### src/hw/rtl/icts_pkg.sv
`timescale 1ns / 1ps
`default_nettype none

package icts_pkg;

  localparam int NUM_CORES = 4;
  localparam int NUM_BINS  = 10;

  localparam int TIME_W    = 48;
  localparam int CRED_W    = 8;
  localparam int CFG_W     = 32;
  localparam int CORE_ID_W = 4;
  localparam int HIT_W     = 6;
  localparam int OUT_W     = 2;
  localparam int CORE_W    = (NUM_CORES > 1) ? $clog2(NUM_CORES) : 1;
  localparam int BND_W     = CFG_W + $clog2(NUM_BINS + 1);

  localparam int APB_AW    = 4;
  localparam int APB_DW    = 32;
  localparam int REG_IDX_W = 2;

  localparam logic [REG_IDX_W-1:0] REG_BIN_WIDTH     = 2'd0;
  localparam logic [REG_IDX_W-1:0] REG_INIT_CREDITS  = 2'd1;
  localparam logic [REG_IDX_W-1:0] REG_REFILL_PERIOD = 2'd2;

  localparam logic [CFG_W-1:0]  BIN_WIDTH_RST     = 32'd1000;
  localparam logic [CRED_W-1:0] INIT_CREDITS_RST  = 8'd4;
  localparam logic [CFG_W-1:0]  REFILL_PERIOD_RST = 32'd100000;

  localparam logic FUNC_SHAPE  = 1'b0;
  localparam logic FUNC_REFILL = 1'b1;

  localparam logic [OUT_W-1:0] OUTCOME_HIT   = 2'd0;
  localparam logic [OUT_W-1:0] OUTCOME_UNMOD = 2'd1;
  localparam logic [OUT_W-1:0] OUTCOME_DEFER = 2'd2;

  typedef enum logic [1:0] {
    ST_IDLE,
    ST_READ,
    ST_EVAL,
    ST_WB
  } state_e;

  typedef struct packed {
    logic [CFG_W-1:0]  bin_width;
    logic [CRED_W-1:0] init_credits;
    logic [CFG_W-1:0]  refill_period;
  } cfg_t;

  typedef struct packed {
    logic [TIME_W-1:0]                  last;
    logic [NUM_BINS-1:0][CRED_W-1:0]    cred;
  } row_t;

endpackage

`default_nettype wire

### src/hw/rtl/icts_ram.sv
`timescale 1ns / 1ps
`default_nettype none

module icts_ram #(
  parameter int Width = 8,
  parameter int Depth = 4
) (
  input  wire logic                                   clk_i,
  input  wire logic                                   we_i,
  input  wire logic [((Depth > 1) ? $clog2(Depth) : 1)-1:0] waddr_i,
  input  wire logic [Width-1:0]                       wdata_i,
  input  wire logic                                   re_i,
  input  wire logic [((Depth > 1) ? $clog2(Depth) : 1)-1:0] raddr_i,
  output logic      [Width-1:0]                       rdata_o
);

  logic [Width-1:0] mem_q [Depth];

  always_ff @(posedge clk_i) begin
    if (we_i) begin
      mem_q[waddr_i] <= wdata_i;
    end
  end

  always_ff @(posedge clk_i) begin
    if (re_i) begin
      rdata_o <= mem_q[raddr_i];
    end
  end

endmodule

`default_nettype wire

### src/hw/rtl/icts_regs.sv
`timescale 1ns / 1ps
`default_nettype none

module icts_regs (
  input  wire logic                         clk_i,
  input  wire logic                         rst_ni,
  input  wire logic                         psel,
  input  wire logic                         penable,
  input  wire logic                         pwrite,
  input  wire logic [icts_pkg::APB_AW-1:0]  paddr,
  input  wire logic [icts_pkg::APB_DW-1:0]  pwdata,
  output logic      [icts_pkg::APB_DW-1:0]  prdata,
  output logic                              pready,
  output icts_pkg::cfg_t                    cfg_o
);

  icts_pkg::cfg_t                   cfg_q;
  logic [icts_pkg::REG_IDX_W-1:0]   idx;
  logic                             wr_en;

  assign idx    = paddr[icts_pkg::APB_AW-1:2];
  assign wr_en  = psel && penable && pwrite;
  assign pready = 1'b1;
  assign cfg_o  = cfg_q;

  always_ff @(posedge clk_i or negedge rst_ni) begin
    if (!rst_ni) begin
      cfg_q.bin_width     <= icts_pkg::BIN_WIDTH_RST;
      cfg_q.init_credits  <= icts_pkg::INIT_CREDITS_RST;
      cfg_q.refill_period <= icts_pkg::REFILL_PERIOD_RST;
    end else if (wr_en) begin
      unique case (idx)
        icts_pkg::REG_BIN_WIDTH:     cfg_q.bin_width     <= pwdata;
        icts_pkg::REG_INIT_CREDITS:  cfg_q.init_credits  <= pwdata[icts_pkg::CRED_W-1:0];
        icts_pkg::REG_REFILL_PERIOD: cfg_q.refill_period <= pwdata;
        default: ;
      endcase
    end
  end

  always_comb begin
    unique case (idx)
      icts_pkg::REG_BIN_WIDTH:     prdata = cfg_q.bin_width;
      icts_pkg::REG_INIT_CREDITS:  prdata = icts_pkg::APB_DW'(cfg_q.init_credits);
      icts_pkg::REG_REFILL_PERIOD: prdata = cfg_q.refill_period;
      default:                     prdata = '0;
    endcase
  end

endmodule

`default_nettype wire

### src/hw/rtl/interarrival_credit_traffic_shaper.sv
`timescale 1ns / 1ps
`default_nettype none

// Per-core inter-arrival credit shaper.
// Requests: start with func_i/core_id_i/time_now_i, taken when busy is low.
// A refill request is absorbed in its accept cycle; busy stays low and no
// result follows. A shaping request for a valid core holds busy high
// through row read, bin select and write-back, and its result shows on
// send_time_o/bin_hit_o/outcome_o with done_o high for one cycle; a new
// request may be taken while done_o is high, but not before, since each
// shaping request is a read-modify-write of the per-core row in the
// state RAM.
// Requests for cores beyond the core count are dropped with no result.
// Config is an APB slave, pready always high: 0x0 bin width,
// 0x4 init credits, 0x8 refill period.
// Reset restores register defaults and reads every row as zero credits and
// zero last-send time; no clearing pass is needed. A refill marks all rows
// stale so they read the refill credit and time until written back.
// The receiver cannot stall: done_o is a single-cycle strobe.

module interarrival_credit_traffic_shaper (
  input  wire logic                             clk_i,
  input  wire logic                             rst_ni,
  input  wire logic                             start,
  output logic                                  busy,
  input  wire logic                             func_i,
  input  wire logic [icts_pkg::CORE_ID_W-1:0]   core_id_i,
  input  wire logic [icts_pkg::TIME_W-1:0]      time_now_i,
  output logic                                  done_o,
  output logic      [icts_pkg::TIME_W-1:0]      send_time_o,
  output logic      [icts_pkg::HIT_W-1:0]       bin_hit_o,
  output logic      [icts_pkg::OUT_W-1:0]       outcome_o,
  input  wire logic                             psel,
  input  wire logic                             penable,
  input  wire logic                             pwrite,
  input  wire logic [icts_pkg::APB_AW-1:0]      paddr,
  input  wire logic [icts_pkg::APB_DW-1:0]      pwdata,
  output logic      [icts_pkg::APB_DW-1:0]      prdata,
  output logic                                  pready
);

  localparam int NB = icts_pkg::NUM_BINS;
  localparam int NC = icts_pkg::NUM_CORES;

  icts_pkg::cfg_t   cfg;
  icts_pkg::state_e state_q, state_d;

  logic accept, core_ok, take_shape, take_refill;
  logic ram_re, ram_we;

  icts_pkg::row_t   ram_rdata, row_eff, wrow;

  logic [NC-1:0]                     valid_q;
  logic [icts_pkg::CRED_W-1:0]       snap_cred_q;
  logic [icts_pkg::TIME_W-1:0]       snap_time_q;
  logic [icts_pkg::TIME_W-1:0]       next_refill_q;

  logic [icts_pkg::CORE_W-1:0]       core_q;
  logic [icts_pkg::TIME_W-1:0]       now_q;
  logic [icts_pkg::TIME_W-1:0]       last_q;
  logic [icts_pkg::TIME_W-1:0]       iv0_q;
  logic [icts_pkg::TIME_W-1:0]       iv0_d;
  logic [NB-1:0][icts_pkg::CRED_W-1:0] cred_q;

  logic [icts_pkg::BND_W-1:0]        bound [NB];
  logic [icts_pkg::BND_W-1:0]        lower [NB];
  logic [NB-1:0]                     cand;
  logic                              found;
  logic [NB-1:0]                     hit_oh_d, hit_oh_q;
  logic [icts_pkg::HIT_W-1:0]        hit_idx_d, hit_idx_q;
  logic [icts_pkg::TIME_W-1:0]       lower_sel, ivl_d, ivl_q;
  logic [icts_pkg::OUT_W-1:0]        oc_d, oc_q;
  logic [icts_pkg::TIME_W-1:0]       send;

  logic                              done_q;
  logic [icts_pkg::TIME_W-1:0]       send_time_q;
  logic [icts_pkg::HIT_W-1:0]        bin_hit_q;
  logic [icts_pkg::OUT_W-1:0]        outcome_q;

  icts_regs u_regs (
    .clk_i   (clk_i),
    .rst_ni  (rst_ni),
    .psel    (psel),
    .penable (penable),
    .pwrite  (pwrite),
    .paddr   (paddr),
    .pwdata  (pwdata),
    .prdata  (prdata),
    .pready  (pready),
    .cfg_o   (cfg)
  );

  icts_ram #(
    .Width ($bits(icts_pkg::row_t)),
    .Depth (NC)
  ) u_ram (
    .clk_i   (clk_i),
    .we_i    (ram_we),
    .waddr_i (core_q),
    .wdata_i (wrow),
    .re_i    (ram_re),
    .raddr_i (core_id_i[icts_pkg::CORE_W-1:0]),
    .rdata_o (ram_rdata)
  );

  assign accept      = start && !busy;
  assign core_ok     = ({1'b0, core_id_i} < (icts_pkg::CORE_ID_W + 1)'(NC));
  assign take_refill = accept && (func_i == icts_pkg::FUNC_REFILL);
  assign take_shape  = accept && (func_i == icts_pkg::FUNC_SHAPE) && core_ok;

  // FSM
  always_comb begin
    state_d = state_q;
    unique case (state_q)
      icts_pkg::ST_IDLE: if (take_shape) state_d = icts_pkg::ST_READ;
      icts_pkg::ST_READ: state_d = icts_pkg::ST_EVAL;
      icts_pkg::ST_EVAL: state_d = icts_pkg::ST_WB;
      icts_pkg::ST_WB:   state_d = icts_pkg::ST_IDLE;
      default:           state_d = icts_pkg::ST_IDLE;
    endcase
  end

  always_comb begin
    busy   = (state_q != icts_pkg::ST_IDLE);
    ram_re = take_shape;
    ram_we = (state_q == icts_pkg::ST_WB);
  end

  // stale rows read as the last refill snapshot
  always_comb begin
    row_eff = ram_rdata;
    if (!valid_q[core_q]) begin
      row_eff.last = snap_time_q;
      for (int b = 0; b < NB; b++) begin
        row_eff.cred[b] = snap_cred_q;
      end
    end
    iv0_d = (now_q >= row_eff.last) ? (now_q - row_eff.last) : '0;
  end

  for (genvar g = 0; g < NB; g++) begin : g_bin
    assign bound[g] = icts_pkg::BND_W'(g + 1) * icts_pkg::BND_W'(cfg.bin_width);
    if (g == 0) begin : g_first
      assign lower[g] = '0;
    end else begin : g_rest
      assign lower[g] = bound[g-1];
    end
    assign cand[g] = (iv0_q < icts_pkg::TIME_W'(bound[g])) && (cred_q[g] != '0);
  end

  always_comb begin
    found     = 1'b0;
    hit_oh_d  = '0;
    hit_idx_d = icts_pkg::HIT_W'(NB);
    lower_sel = '0;
    for (int b = 0; b < NB; b++) begin
      if (cand[b] && !found) begin
        found       = 1'b1;
        hit_oh_d[b] = 1'b1;
        hit_idx_d   = icts_pkg::HIT_W'(b);
        lower_sel   = icts_pkg::TIME_W'(lower[b]);
      end
    end
    ivl_d = (iv0_q > lower_sel) ? iv0_q : lower_sel;
    if (found) begin
      oc_d = icts_pkg::OUTCOME_HIT;
    end else if (iv0_q > icts_pkg::TIME_W'(bound[NB-1])) begin
      oc_d = icts_pkg::OUTCOME_UNMOD;
    end else begin
      oc_d = icts_pkg::OUTCOME_DEFER;
    end
  end

  always_comb begin
    case (oc_q)
      icts_pkg::OUTCOME_HIT:   send = last_q + ivl_q;
      icts_pkg::OUTCOME_UNMOD: send = now_q;
      default:                 send = next_refill_q;
    endcase
    wrow.last = send;
    for (int b = 0; b < NB; b++) begin
      wrow.cred[b] = cred_q[b] - (hit_oh_q[b] ? icts_pkg::CRED_W'(1) : '0);
    end
  end

  always_ff @(posedge clk_i or negedge rst_ni) begin
    if (!rst_ni) begin
      state_q       <= icts_pkg::ST_IDLE;
      valid_q       <= '0;
      snap_cred_q   <= '0;
      snap_time_q   <= '0;
      next_refill_q <= '0;
      done_q        <= 1'b0;
    end else begin
      state_q <= state_d;
      done_q  <= (state_q == icts_pkg::ST_WB);
      if (take_refill) begin
        valid_q       <= '0;
        snap_cred_q   <= cfg.init_credits;
        snap_time_q   <= time_now_i;
        next_refill_q <= time_now_i + icts_pkg::TIME_W'(cfg.refill_period);
      end else if (ram_we) begin
        valid_q[core_q] <= 1'b1;
      end
    end
  end

  always_ff @(posedge clk_i) begin
    if (take_shape) begin
      core_q <= core_id_i[icts_pkg::CORE_W-1:0];
      now_q  <= time_now_i;
    end
    if (state_q == icts_pkg::ST_READ) begin
      last_q <= row_eff.last;
      cred_q <= row_eff.cred;
      iv0_q  <= iv0_d;
    end
    if (state_q == icts_pkg::ST_EVAL) begin
      hit_oh_q  <= hit_oh_d;
      hit_idx_q <= hit_idx_d;
      ivl_q     <= ivl_d;
      oc_q      <= oc_d;
    end
    if (state_q == icts_pkg::ST_WB) begin
      send_time_q <= send;
      bin_hit_q   <= hit_idx_q;
      outcome_q   <= oc_q;
    end
  end

  assign done_o      = done_q;
  assign send_time_o = send_time_q;
  assign bin_hit_o   = bin_hit_q;
  assign outcome_o   = outcome_q;

  a_shape_result: assert property (@(posedge clk_i) disable iff (!rst_ni)
    take_shape |-> ##4 done_o)
    else $error("shaping request gave no result");

  a_done_src: assert property (@(posedge clk_i) disable iff (!rst_ni)
    done_o |-> $past(state_q == icts_pkg::ST_WB))
    else $error("result strobe without write-back");

  a_hit_index: assert property (@(posedge clk_i) disable iff (!rst_ni)
    done_o |-> ((outcome_o == icts_pkg::OUTCOME_HIT) == (bin_hit_o != icts_pkg::HIT_W'(NB))))
    else $error("bin index disagrees with outcome");

  a_refill_stale: assert property (@(posedge clk_i) disable iff (!rst_ni)
    take_refill |=> (valid_q == '0))
    else $error("refill left a row marked current");

endmodule

`default_nettype wire
### config.mk
export PLATFORM = sky130hd
export DESIGN_NAME = interarrival_credit_traffic_shaper
export DESIGN_NICKNAME = d
export VERILOG_FILES = /design/src/hw/rtl/icts_pkg.sv /design/src/hw/rtl/icts_ram.sv /design/src/hw/rtl/icts_regs.sv /design/src/hw/rtl/interarrival_credit_traffic_shaper.sv
export SDC_FILE = /design/constraint.sdc
export NUM_CORES = 2
export LEC_CHECK = 0
export ABC_AREA = 1
export BUFFER_PORTS_ARGS = -buffer_cell sky130_fd_sc_hd__clkbuf_2
export CAP_MARGIN = 30
export CORE_AREA = 4 4 445 447
export CTS_BUF_LIST = sky130_fd_sc_hd__clkbuf_8
export DETAILED_ROUTE_END_ITERATION = 10
export DIE_AREA = 0 0 449 451
export PLACE_DENSITY = 0.62
export SLEW_MARGIN = 10
export SYNTH_ARGS = -nofsm -noshare
export SYNTH_HDL_FRONTEND = slang
export SYNTH_SLANG_ARGS = --single-unit
### constraint.sdc
create_clock -name clk_i -period 26.7 [get_ports clk_i]
set_input_delay 2.67 -clock clk_i [delete_from_list [all_inputs] [get_ports clk_i]]
set_output_delay 2.67 -clock clk_i [all_outputs]
set_load 0.02 [all_outputs]
==> run_results.csv <==
group,metric,value,unit
outcome,status,"completed",
power,vdd_ir_drop_max,0.0508,mV
placed_design,dp.final_hpwl,180000,um
logic_synthesis,synth_warnings,0,
clock_network,cts.sinks,1167,
setup_path,critPathRequiredTime,27.35,ns
setup_path,start_kind,"flip-flop",
logic_synthesis,postSynthAreaPerCell,9.06,um2
drt,wl,248000,um
placed_design,placed_cell_area,0.0755,mm2
clock_network,cts_tree,"yes",
layout,multi_input_area,0.0333,mm2
setup_path,crit_fanout,57,
power,powerDensity,111,mW/mm2
drt,drc_errors,0,
logic_synthesis,synth_ff_type,"edfxtp_1",
timing,tightest_slew,1.12,ns
worst_hold_path,holdPathStages,0,
logic_synthesis,muxShareOfSynthArea,0,%
timing,tns,0,ns
logic_synthesis,synth_fa_ha_area_share,12.9,%
setup_path,worstSetupEndpointType,"flip-flop",
floorplanning,fp-row-count,162,
logic_synthesis,synthXorXnorAreaFrac,2.87,%
timing,max_freq,0.0794,GHz
setup_path,path_common_cell,"nand2_1",
drt,num_vias,59000,
logic_synthesis,synthCells,7885,
global_route,globalRouteTotalUtil,23.8,%
floorplanning,die_w,449,um
timing,hold_viol,0,
floorplanning,core,0.194,mm2
layout,final_area,0.0792,mm2
setup_path,r2r_slack,14.10,ns
timing,rsz0062_at_grt,"no",
timing,maxSlewViolCount,0,
timing,relSlewSlack,24.8,%
setup_path,r2r-start,"u_regs.cfg_o[43]",
drt,avgViaCountPerCell,5.45,
clock_network,numCtsBuffers,177,
global_route,grt_overflow,0,
layout,fillerInstances,19100,
clock_network,cts_buffer_depth,3,
global_route,grt_pass1_vias,57400,
worst_hold_path,min-delay-start,"iv0_q[45]",
logic_synthesis,synthArstFlopShare,15.7,%
timing,finalCritPeriodShare,47.2,%
layout,drive_gt1_share,8.48,%
clock_network,clock-root-buffer,"clkbuf_8",
setup_path,critical_path_class,"flip-flop to flip-flop",
clock_network,clk_pin_slew,0.06,ns
layout,final_common_cell,"nand2_1",
placed_design,gp_congestion,0.988,
floorplanning,fp.dieH,451,um
placed_design,post-place-ws,14.48,ns
timing,final-setup-viol-count,0,
worst_hold_path,min_path_type,"flip-flop to flip-flop",
logic_synthesis,synth_edf_count,984,
floorplanning,die_area,0.202,mm2
layout,nets,8921,
layout,area_growth,10.8,%
timing,clock-skew-final,0.0705,ns
layout,regArea,0.0341,mm2
setup_path,cpMaxStageDelayCell,"dfstp_2",
global_route,grt_antenna_before_repair,12,
logic_synthesis,synth_top_family_by_area,"simple AND/OR/NAND/NOR gates",
floorplanning,initial_core_util,36.8,%
global_route,grt_pass1_wl,365000,um
clock_network,post_cts_buffers,0,
timing,setup_slack,14.10,ns
drt,wl_per_cell,23.0,um
clock_network,worst_skew_pair.late_latency,0.94,ns
clock_network,cts_resized,0,
floorplanning,boundaryPins,186,
setup_path,ff2ff_path_depth,42,
timing,min_period,12.60,ns
logic_synthesis,yosysUniqueCellTypes,68,
power,power_leakage,0.0343,uW
clock_network,htreeDepth,4,
logic_synthesis,synth_simple_gate_area_share,17.2,%
drt,drt-initial-drc-count,5708,
placed_design,numPortBuffers,180,
logic_synthesis,synth_compound_gate_area_share,13.4,%
global_route,grt_max_degree,123,
logic_synthesis,seq_area_frac_synth,47.8,%
layout,layout_common_cells,"nand2_1, edfxtp_1, inv_1, o21ai_0, ha_1",
worst_hold_path,min_to,"ivl_q[45]",
drt,first_pass_iters,6,
drt,ant_nets,0,
setup_path,timing.rr.end,"ivl_q[24]",
logic_synthesis,synth_area,0.0715,mm2
job,drv_cap,0,
setup_path,max_stage_delay,0.83,ns
setup_path,arrival,13.24,ns
clock_network,hold_buffers,0,
logic_synthesis,yosys_register_bits,1167,
flip-flops by register name, summed over array words and instances, names as in the netlist:
register,cells
bin_hit_o,4
outcome_o,2
core_q,2
last_q,48
valid_q,4
next_refill_q,48
iv0_q,48
send_time_o,48
hit_idx_q,4
now_q,48
state_q,2
hit_oh_q,10
cred_q,80
snap_time_q,48
u_ram.mem_q,512
done_o,1
snap_cred_q,8
u_regs.cfg_o,72
u_ram.rdata_o,128
oc_q,2
ivl_q,48
metrics by stage:
step                      cells  hold WS, ns  power (uW)  util (%)
after floorplan            7886        0.400        5710         -
after global placement    10500        0.441        7100      38.8
after detailed placement  10500        0.436        7210      38.9
after CTS                 10800        0.449        8750      40.8
after global routing      10800        0.451        9420      40.8
final                     10800        0.449        8780      40.8
worst max-delay path: cells and delay by family, from the launching register on:
kind | cells | cell delay (ns)
adder cells (fa/ha/maj) | 4 | 1.51
AO/OA/AOI/OAI | 12 | 4.74
AND/OR/NAND/NOR | 19 | 2.99
buffers and inverters | 6 | 1.64
XOR/XNOR | 1 | 0.55
flip-flops | 1 | 0.83
Yosys cell counts, types with 17 or more instances:
master    count  area (um2)
nand2_1    1698        6370
edfxtp_1    984       29500
inv_1       832        3120
o21ai_0     720        3600
ha_1        678        8480
nor2_1      665        2500
a21oi_1     575        2880
nand3_1     244        1220
clkbuf_1    190         713
dfrtp_1     170        4250
xor2_1      154        1350
o22ai_1     152         951
nand4_1      82         513
xnor2_1      80         701
or2_2        70         438
nor3_1       62         310
a31oi_1      51         319
o211ai_1     48         360
fa_1         38         761
nor4_1       33         206
o21a_1       31         233
o221ai_1     29         254
buf_2        28         140
o21ai_1      20         100
a21o_1       18         135
nand2_2      18         113
o21bai_1     17         128
worst max-delay path by stage:
stage / start / endpoint / slack, ns / depth (start not counted)
3_5_place_dp: u_regs.cfg_o[43] / ivl_q[24] / 14.48 / 40
5_1_grt: u_regs.cfg_o[43] / ivl_q[24] / 13.80 / 41
2_1_floorplan: core_id_i[2] / state_q[0] / 4.73 / 4
3_3_place_gp: u_regs.cfg_o[43] / ivl_q[8] / 14.59 / 40
4_1_cts: u_regs.cfg_o[43] / ivl_q[24] / 14.44 / 40
6_report: u_regs.cfg_o[43] / ivl_q[24] / 14.10 / 42
cell type report:
cell class | instances | area share (%)
Timing Repair Buffer | 280 | 2.19
Multi-Input combinational cell | 5632 | 42.0
Tap cell | 2542 | 4.02
Antenna cell | 8 | 0.0253
Clock inverter | 135 | 1.19
Inverter | 852 | 4.07
Clock buffer | 196 | 3.41
Sequential cell | 1167 | 43.1
where the power goes:
group	total [uW]	internal, uW	switching (uW)
registers	3000	2610	384
logic	4260	1370	2890
clock network	1520	777	743
total	8780	4760	4020
cells by family after synthesis:
| group | count (synthesis) |
|---|---|
| and+or+nand+nor | 2943 |
| AOI/OAI and AO/OA | 1736 |
| DFF | 1167 |
| buffers and inverters | 1087 |
| adders and majority gates | 716 |
| xor gates and xnor gates | 234 |
| other | 2 |
metal layers:
metal  GRT usage [%]  share of wire, %  wire length, um
met1            30.3                41           102000
met2            39.9                47           117000
met3            2.64               5.8            14400
met4            12.8               5.9            14600
met5               0                 0                0
No activity file was read; power rests on OpenSTA's default activity.
